--- src/sv/vmt_pkg.sv ---
package vmt_pkg;

    // Table geometry
    localparam int VMT_DEPTH = 16;
    localparam int VMT_IDX_W = (VMT_DEPTH > 1) ? $clog2(VMT_DEPTH) : 1;
    localparam int VMT_CNT_W = $clog2(VMT_DEPTH + 1);
    localparam int VMT_CAP_W = 5;
    localparam int VMT_LIM_W = ((VMT_CNT_W > VMT_CAP_W) ? VMT_CNT_W : VMT_CAP_W) + 1;
    localparam int VMT_WORD_W = 64;
    localparam int VMT_OUT_CNT_W = 5;

    // Stream widths
    localparam int VMT_IN_TDATA_W = 128;
    localparam int VMT_OUT_TDATA_W = 264;
    localparam int VMT_OUT_PACK_W = 4 * VMT_WORD_W + VMT_OUT_CNT_W;

    typedef logic [VMT_WORD_W-1:0] t_word;

    typedef enum logic {
        OP_JOIN  = 1'b0,
        OP_LEAVE = 1'b1
    } t_op;

    typedef enum logic [2:0] {
        ST_APPLIED = 3'd0,
        ST_STALE   = 3'd1,
        ST_ALREADY = 3'd2,
        ST_FULL    = 3'd3,
        ST_MISSING = 3'd4,
        ST_INVALID = 3'd5
    } t_status;

    typedef enum logic [1:0] {
        S_IDLE,
        S_LOOK,
        S_EXEC,
        S_EMIT
    } t_state;

    typedef enum logic {
        REG_CAPACITY = 1'b0,
        REG_GROUP    = 1'b1
    } t_reg;

    // Classified request, front to back
    typedef struct packed {
        t_op   op;
        t_word id;
        t_word epoch;
        logic  invalid;
    } t_req;

    // One result word, back to top
    typedef struct packed {
        t_status                  status;
        t_word                    group;
        t_word                    subject;
        t_word                    rep;
        logic [VMT_OUT_CNT_W-1:0] count;
        t_word                    listed;
        logic                     last;
    } t_res;

endpackage

--- src/sv/vmt_front.sv ---
module vmt_front (
    input  logic          i_clk,
    input  logic          i_rst_n,
    input  logic          i_valid,
    output logic          o_ready,
    input  vmt_pkg::t_op  i_op,
    input  vmt_pkg::t_word i_id,
    input  vmt_pkg::t_word i_epoch,
    output logic          o_req_valid,
    input  logic          i_req_ready,
    output vmt_pkg::t_req o_req
);

    // Two-word queue decoupling intake from the table engine
    vmt_pkg::t_req r_q [2];
    logic          r_wp, n_wp;
    logic          r_rp, n_rp;
    logic [1:0]    r_cnt, n_cnt;
    logic          push, pop;
    vmt_pkg::t_req in_req;

    // Classify: zero id or zero epoch is flagged here
    always_comb begin
        in_req.op      = i_op;
        in_req.id      = i_id;
        in_req.epoch   = i_epoch;
        in_req.invalid = (i_id == '0) || (i_epoch == '0);
    end

    assign o_ready     = (r_cnt != 2'd2);
    assign o_req_valid = (r_cnt != 2'd0);
    assign o_req       = r_q[r_rp];
    assign push        = i_valid && o_ready;
    assign pop         = o_req_valid && i_req_ready;

    always_comb begin
        n_wp  = push ? ~r_wp : r_wp;
        n_rp  = pop ? ~r_rp : r_rp;
        n_cnt = r_cnt + {1'b0, push} - {1'b0, pop};
    end

    always_ff @(posedge i_clk) begin
        if (!i_rst_n) begin
            r_wp  <= 1'b0;
            r_rp  <= 1'b0;
            r_cnt <= 2'd0;
        end else begin
            r_wp  <= n_wp;
            r_rp  <= n_rp;
            r_cnt <= n_cnt;
        end
    end

    always_ff @(posedge i_clk) begin
        if (push) begin
            r_q[r_wp] <= in_req;
        end
    end

endmodule

--- config.mk ---
export PLATFORM = sky130hd
export DESIGN_NAME = vmt_front
export DESIGN_NICKNAME = d
export VERILOG_FILES = /design/src/sv/vmt_pkg.sv /design/src/sv/vmt_front.sv
export SDC_FILE = /design/constraint.sdc
export NUM_CORES = 1
export LEC_CHECK = 0
export BUFFER_PORTS_ARGS = -buffer_cell sky130_fd_sc_hd__buf_2
export CAP_MARGIN = 5
export CORE_MARGIN = 10
export CORE_UTILIZATION = 40
export CTS_CLUSTER_DIAMETER = 200
export CTS_CLUSTER_SIZE = 24
export DETAILED_ROUTE_END_ITERATION = 6
export PLACE_DENSITY = 0.62
export SYNTH_ARGS = -nofsm -noshare
export SYNTH_HDL_FRONTEND = slang
export SYNTH_SLANG_ARGS = --single-unit
--- constraint.sdc ---
create_clock -name i_clk -period 9.3 [get_ports i_clk]
set_input_delay 0.465 -clock i_clk [delete_from_list [all_inputs] [get_ports i_clk]]
set_output_delay 0.465 -clock i_clk [all_outputs]
set_load 0.005 [all_outputs]
# [Word level (Yosys, flattened, before mapping)]
# Memories as Yosys holds them, arrays and structs flattened. A register that Yosys moved wholly into a read port is not among the register bits.
# Index checks and enable logic that the tools add are counted.
[totals] mem_count=1 elab_cells=19 out_inout_bits=132 reg_bits=4 ramBits=260 in_bits=133 latch_bits=0 rom_bits=0
[op_classes] n_eq_ne=1 n_div=0 reduce_logical=6 multipliers=0 order_cmp=0 shift=0 addsub=2 muxes=4 n_bitwise=2
[mem_list] name="r_q" words=2 width=130 read_ports=1 rd_ports_with_merged_regs=1 wr=1 line_no="vmt_front.sv:15" text="vmt_pkg::t_req r_q [2];"
[op_table] operator="64-bit zero test" n=2
[op_table] operator="1-bit 2-to-1 mux" n=4
[op_table] operator="2-bit by 1-bit adder with 2-bit output" n=1
[op_table] operator="1-bit logical AND" n=2
[op_table] operator="2-bit inequality test (second input constant)" n=1
[op_table] operator="1-bit inverter" n=2
[op_table] operator="2-bit nonzero test" n=1
[op_table] operator="2-bit by 1-bit subtractor with 2-bit output" n=1
[op_table] operator="1-bit logical OR" n=1

# [Longest topological paths before layout]
[depth] depth_word=4 mapped_depth=8 depth_no_buf=8

# [Least setup slack after synthesis]
# OpenSTA, ideal clock, no wires.
[synth_path] path_kind="register to register" from="register r_cnt[0]" to="memory r_q[0][0] in the netlist's numbering (enable)" path_stages_with_launch=4 slack_ns=2.696 synth_period_minus_slack_ns=6.604 required_time_ns=8.679 path_buffers=0 arrival_time_ns=5.984 setup_ns=0.621 path_cell_list="dfxtp_1 nand2b_1 nand2_1 nor2_1"
[synth_between] elab_chain_len=4
[synth_rtl] item="from (decl)" line_no="vmt_front.sv:18" text="logic [1:0] r_cnt, n_cnt;"
[synth_rtl] item="from (signal assigned)" line_no="vmt_front.sv:50" text="r_cnt <= n_cnt;"
[synth_rtl] item="2-bit inequality test" line_no="vmt_front.sv:30" text="assign o_ready = (r_cnt != 2'd2);"
[synth_rtl] item="named net o_ready" line_no="vmt_front.sv:5" text="output logic o_ready,"
[synth_rtl] item="1-bit logical AND" line_no="vmt_front.sv:33" text="assign push = i_valid && o_ready;"
[synth_rtl] item="1-bit 2-to-1 mux" line_no="vmt_front.sv:55" text="if (push) begin"
[synth_rtl] item="1-bit 2-to-1 mux (not written as such)" line_no="vmt_front.sv:56" text="r_q[r_wp] <= in_req;"
[synth_rtl] item="to (decl)" line_no="vmt_front.sv:15"
# The timed path passes the listed nets, and every way through them passes these cells.

==> summary.txt <==
Power
  – VDD IR max: 145.4 uV
  – Total chip power: 0.002933 W
  – Power per cell area: 244.6 nW/um^2
  – Net Sw Frac: 0.2631
  – P_int: 0.002161 W
  – Flop pwr share: 0.541
  – Leak: 4.296 nW
  – Comb power frac: 0.233
  – Clock power frac: 0.226
  – Switching power total: 0.0007716 W

Clocking
  – Post-cts sizing count: 0
  – Max clock buf depth: 3
  – Clk sink count: 265
  – Clock tree root driver cell: clkbuf_16
  – CTS Hold Buffers Added: 0
  – Clk_lat worst skew: 0.48 ns
  – Clk slew on worst S/H paths: 0.09 ns
  – Post-CTS Setup Repair Bufs: 0
  – Htree depth: 1
  – CTS Buf Count: 15
  – CTS tree: built

Global route
  – Gr ovfl total: 0
  – Initial antenna violation count: 9
  – First-pass GRT wire length: 33,950 um
  – Vias in the first global route: 5,884
  – Gr usage total: 0.1381
  – Largest net degree at the start of global routing: 78

Routing
  – # DRC: 0
  – DRT antenna net count: 0
  – Initial DRC Count: approximately 320
  – Total number of vias: 5,371
  – DR vias/cell: approximately 5
  – Final WL: 22,770 um
  – Drt wl/cell: 21.20 um
  – TritonRoute pass-1 iters: 4

Timing
  – Final hold violation count: 0
  – Fmax: 303.4 MHz
  – Hold Worst Slack: 0.1641 ns
  – Slew of the pin with the lowest slew margin: 1.124 ns
  – Final Max Slew Viols: 0
  – Final Cycle Share: 0.3544
  – Final Setup Violations: 0
  – Slack of the critical path: between 6 and 7 ns
  – RSZ-0062 raised after global routing: no
  – Crit path time final: 3.296 ns
  – Setup Skew: 0.01500 ns
  – Setup TNS: 0 ns
  – Normalized max-slew margin: 0.2508

Critical path
  – Crit end category: output pin
  – Critical Path RT: 8.84 ns
  – Critical path startpoint category: register
  – Worst Path Arrival: between 2 and 3 ns
  – Worst reg-to-reg setup slack: about 6.6 ns
  – Crit path max fanout: slightly below 70
  – Crit path kind: reg -> out

Yosys
  – Synth Area in XOR/XNOR: 0.003559
  – Mux cell area share after synthesis: 0.1487
  – Post-synth top area share: 0.7932
  – Synth top cells by count: 260 x edfxtp_1, 130 x mux2_2, 31 x nor4_1
  – Post-Syn Nets: about 610
  – Leading area contributor after synthesis: edfxtp_1
  – Largest family of logic cells by synthesized area: multiplexers
  – EDFF count, synth: 260
  – Synth cell types: 19
  – Yosys warns: 0
  – Compound-Gate Fraction of Synth Area: 0
  – Largest cells by area after synthesis: edfxtp_1 79%, mux2_2 15%, nor4_1 2.0%, dfxtp_1 1.0%, buf_2 0.66%
  – Sequential area share after synthesis: 0.8034
  – Synth Cell Area: approximately 9800 um^2
  – Synth Area in Adders: 0.002542
  – Synth Area in Simple Gates: 0.03445
  – Main synth FF type: edfxtp_1
  – Count leader, synth: edfxtp_1
  – Average size of a mapped cell: 20.94 um^2
  – Mapped Cells: 470
  – FF+latch count, synth: 265
  – Post-synthesis async set-or-reset flop share: 0

Floorplanning
  – Die X: ~180 um
  – Rows: 57
  – I/O Pins: 265
  – Initial cell density of the core: 0.4059
  – Core area: 24,250 um^2
  – Vert. Die Dim: between 150 and 200 um
  – Die Area: 31,280 um^2

Cells and area
  – Nets@finish: 876
  – Area of the multi-input gates: 1876 um^2
  – Filler cells: 2,072
  – P&R area growth vs syn: 21.81%
  – Register Area: just under 8000 um^2
  – Share of cells above drive strength 1: 0.5630

Placement
  – Post-placement worst setup slack: 6.458 ns
  – Final RePlAce weighted congestion: 0.7700
  – # port buffers: 264
  – DP Wirelength: 16,300 um

Flow run
  – Maxcap violations: 0

Hold path
  – Hold Path Class: in -> reg

Run status
  – Status: finished, final reports clean
routing by layer:
| layer | vias up | wire [um] | track usage |
|---|---|---|---|
| met3 | 24 | 2364 | 0.06038 |
| met5 | - | 52 | 0 |
| met4 | 8 | 195 | 0.02347 |
| li1 | 2451 | - | - |
| met1 | 2672 | 9590 | 0.1720 |
| met2 | 216 | 10560 | 0.2220 |
cell families after synthesis:
logic type | count (synthesis)
DFF | 265
buffers and inverters | 15
and+or+nand+nor | 54
adders and majority gates | 2
muxes | 130
xor gates and xnor gates | 4
critical path, cell delays in order, from the launching register on:
cell     delay, ns
dfxtp_4       0.90
buf_4         0.82
mux2_2        0.43
buf_2         0.14
stage by stage:
| step | instance area [um^2] | cells | util |
|---|---|---|---|
| finish | 11990 | 1074 | 0.4945 |
| global route | 11980 | 1071 | 0.4942 |
| CTS | 11980 | 1070 | 0.4941 |
| detailed placement | 11550 | 1048 | 0.4762 |
| global placement | 11550 | 1048 | 0.4762 |
| floorplan | 9843 | 470 | - |
layout make-up:
class                           instances  area share
Clock buffer                           20     0.03287
Inverter                                1   0.0003131
Timing Repair Buffer                  268      0.1127
Clock inverter                          2    0.003235
Tap cell                              324     0.03381
Sequential cell                       265      0.6598
Multi-Input combinational cell        190      0.1564
Antenna cell                            4   0.0008348
registers in the layout, indices dropped and copies added (netlist names), named ones only:
signal / count
r_wp: 1
r_q: 260
r_rp: 1
r_cnt: 2
layout by cell type, fill, tap and decap left out, drive strengths merged, types with 4 or more instances in the layout:
cell type,instances
buf,268
nand4,8
clkbuf,20
edfxtp,260
nor4,32
diode,4
mux2,130
and2,4
dfxtp,5
xnor2,4
worst paths after layout:
check,from,to,depth (start not counted)
worst min-delay path,i_op,r_q[0][129],1
worst max register to register,r_cnt[0],r_q[1][42],3
worst min register to register,r_rp,register,2
worst max-delay path,register,o_req[86],3
power groups by stage:
stage          clock (W)  sequential (W)  combinational [W]
2_1_floorplan          0         0.00160           0.000404
3_3_place_gp           0         0.00161           0.000687
3_5_place_dp           0         0.00162           0.000695
4_1_cts         0.000691         0.00159           0.000701
5_1_grt         0.000734         0.00161           0.000748
6_report        0.000664         0.00159           0.000683
No activity file was read; power rests on OpenSTA's default activity.
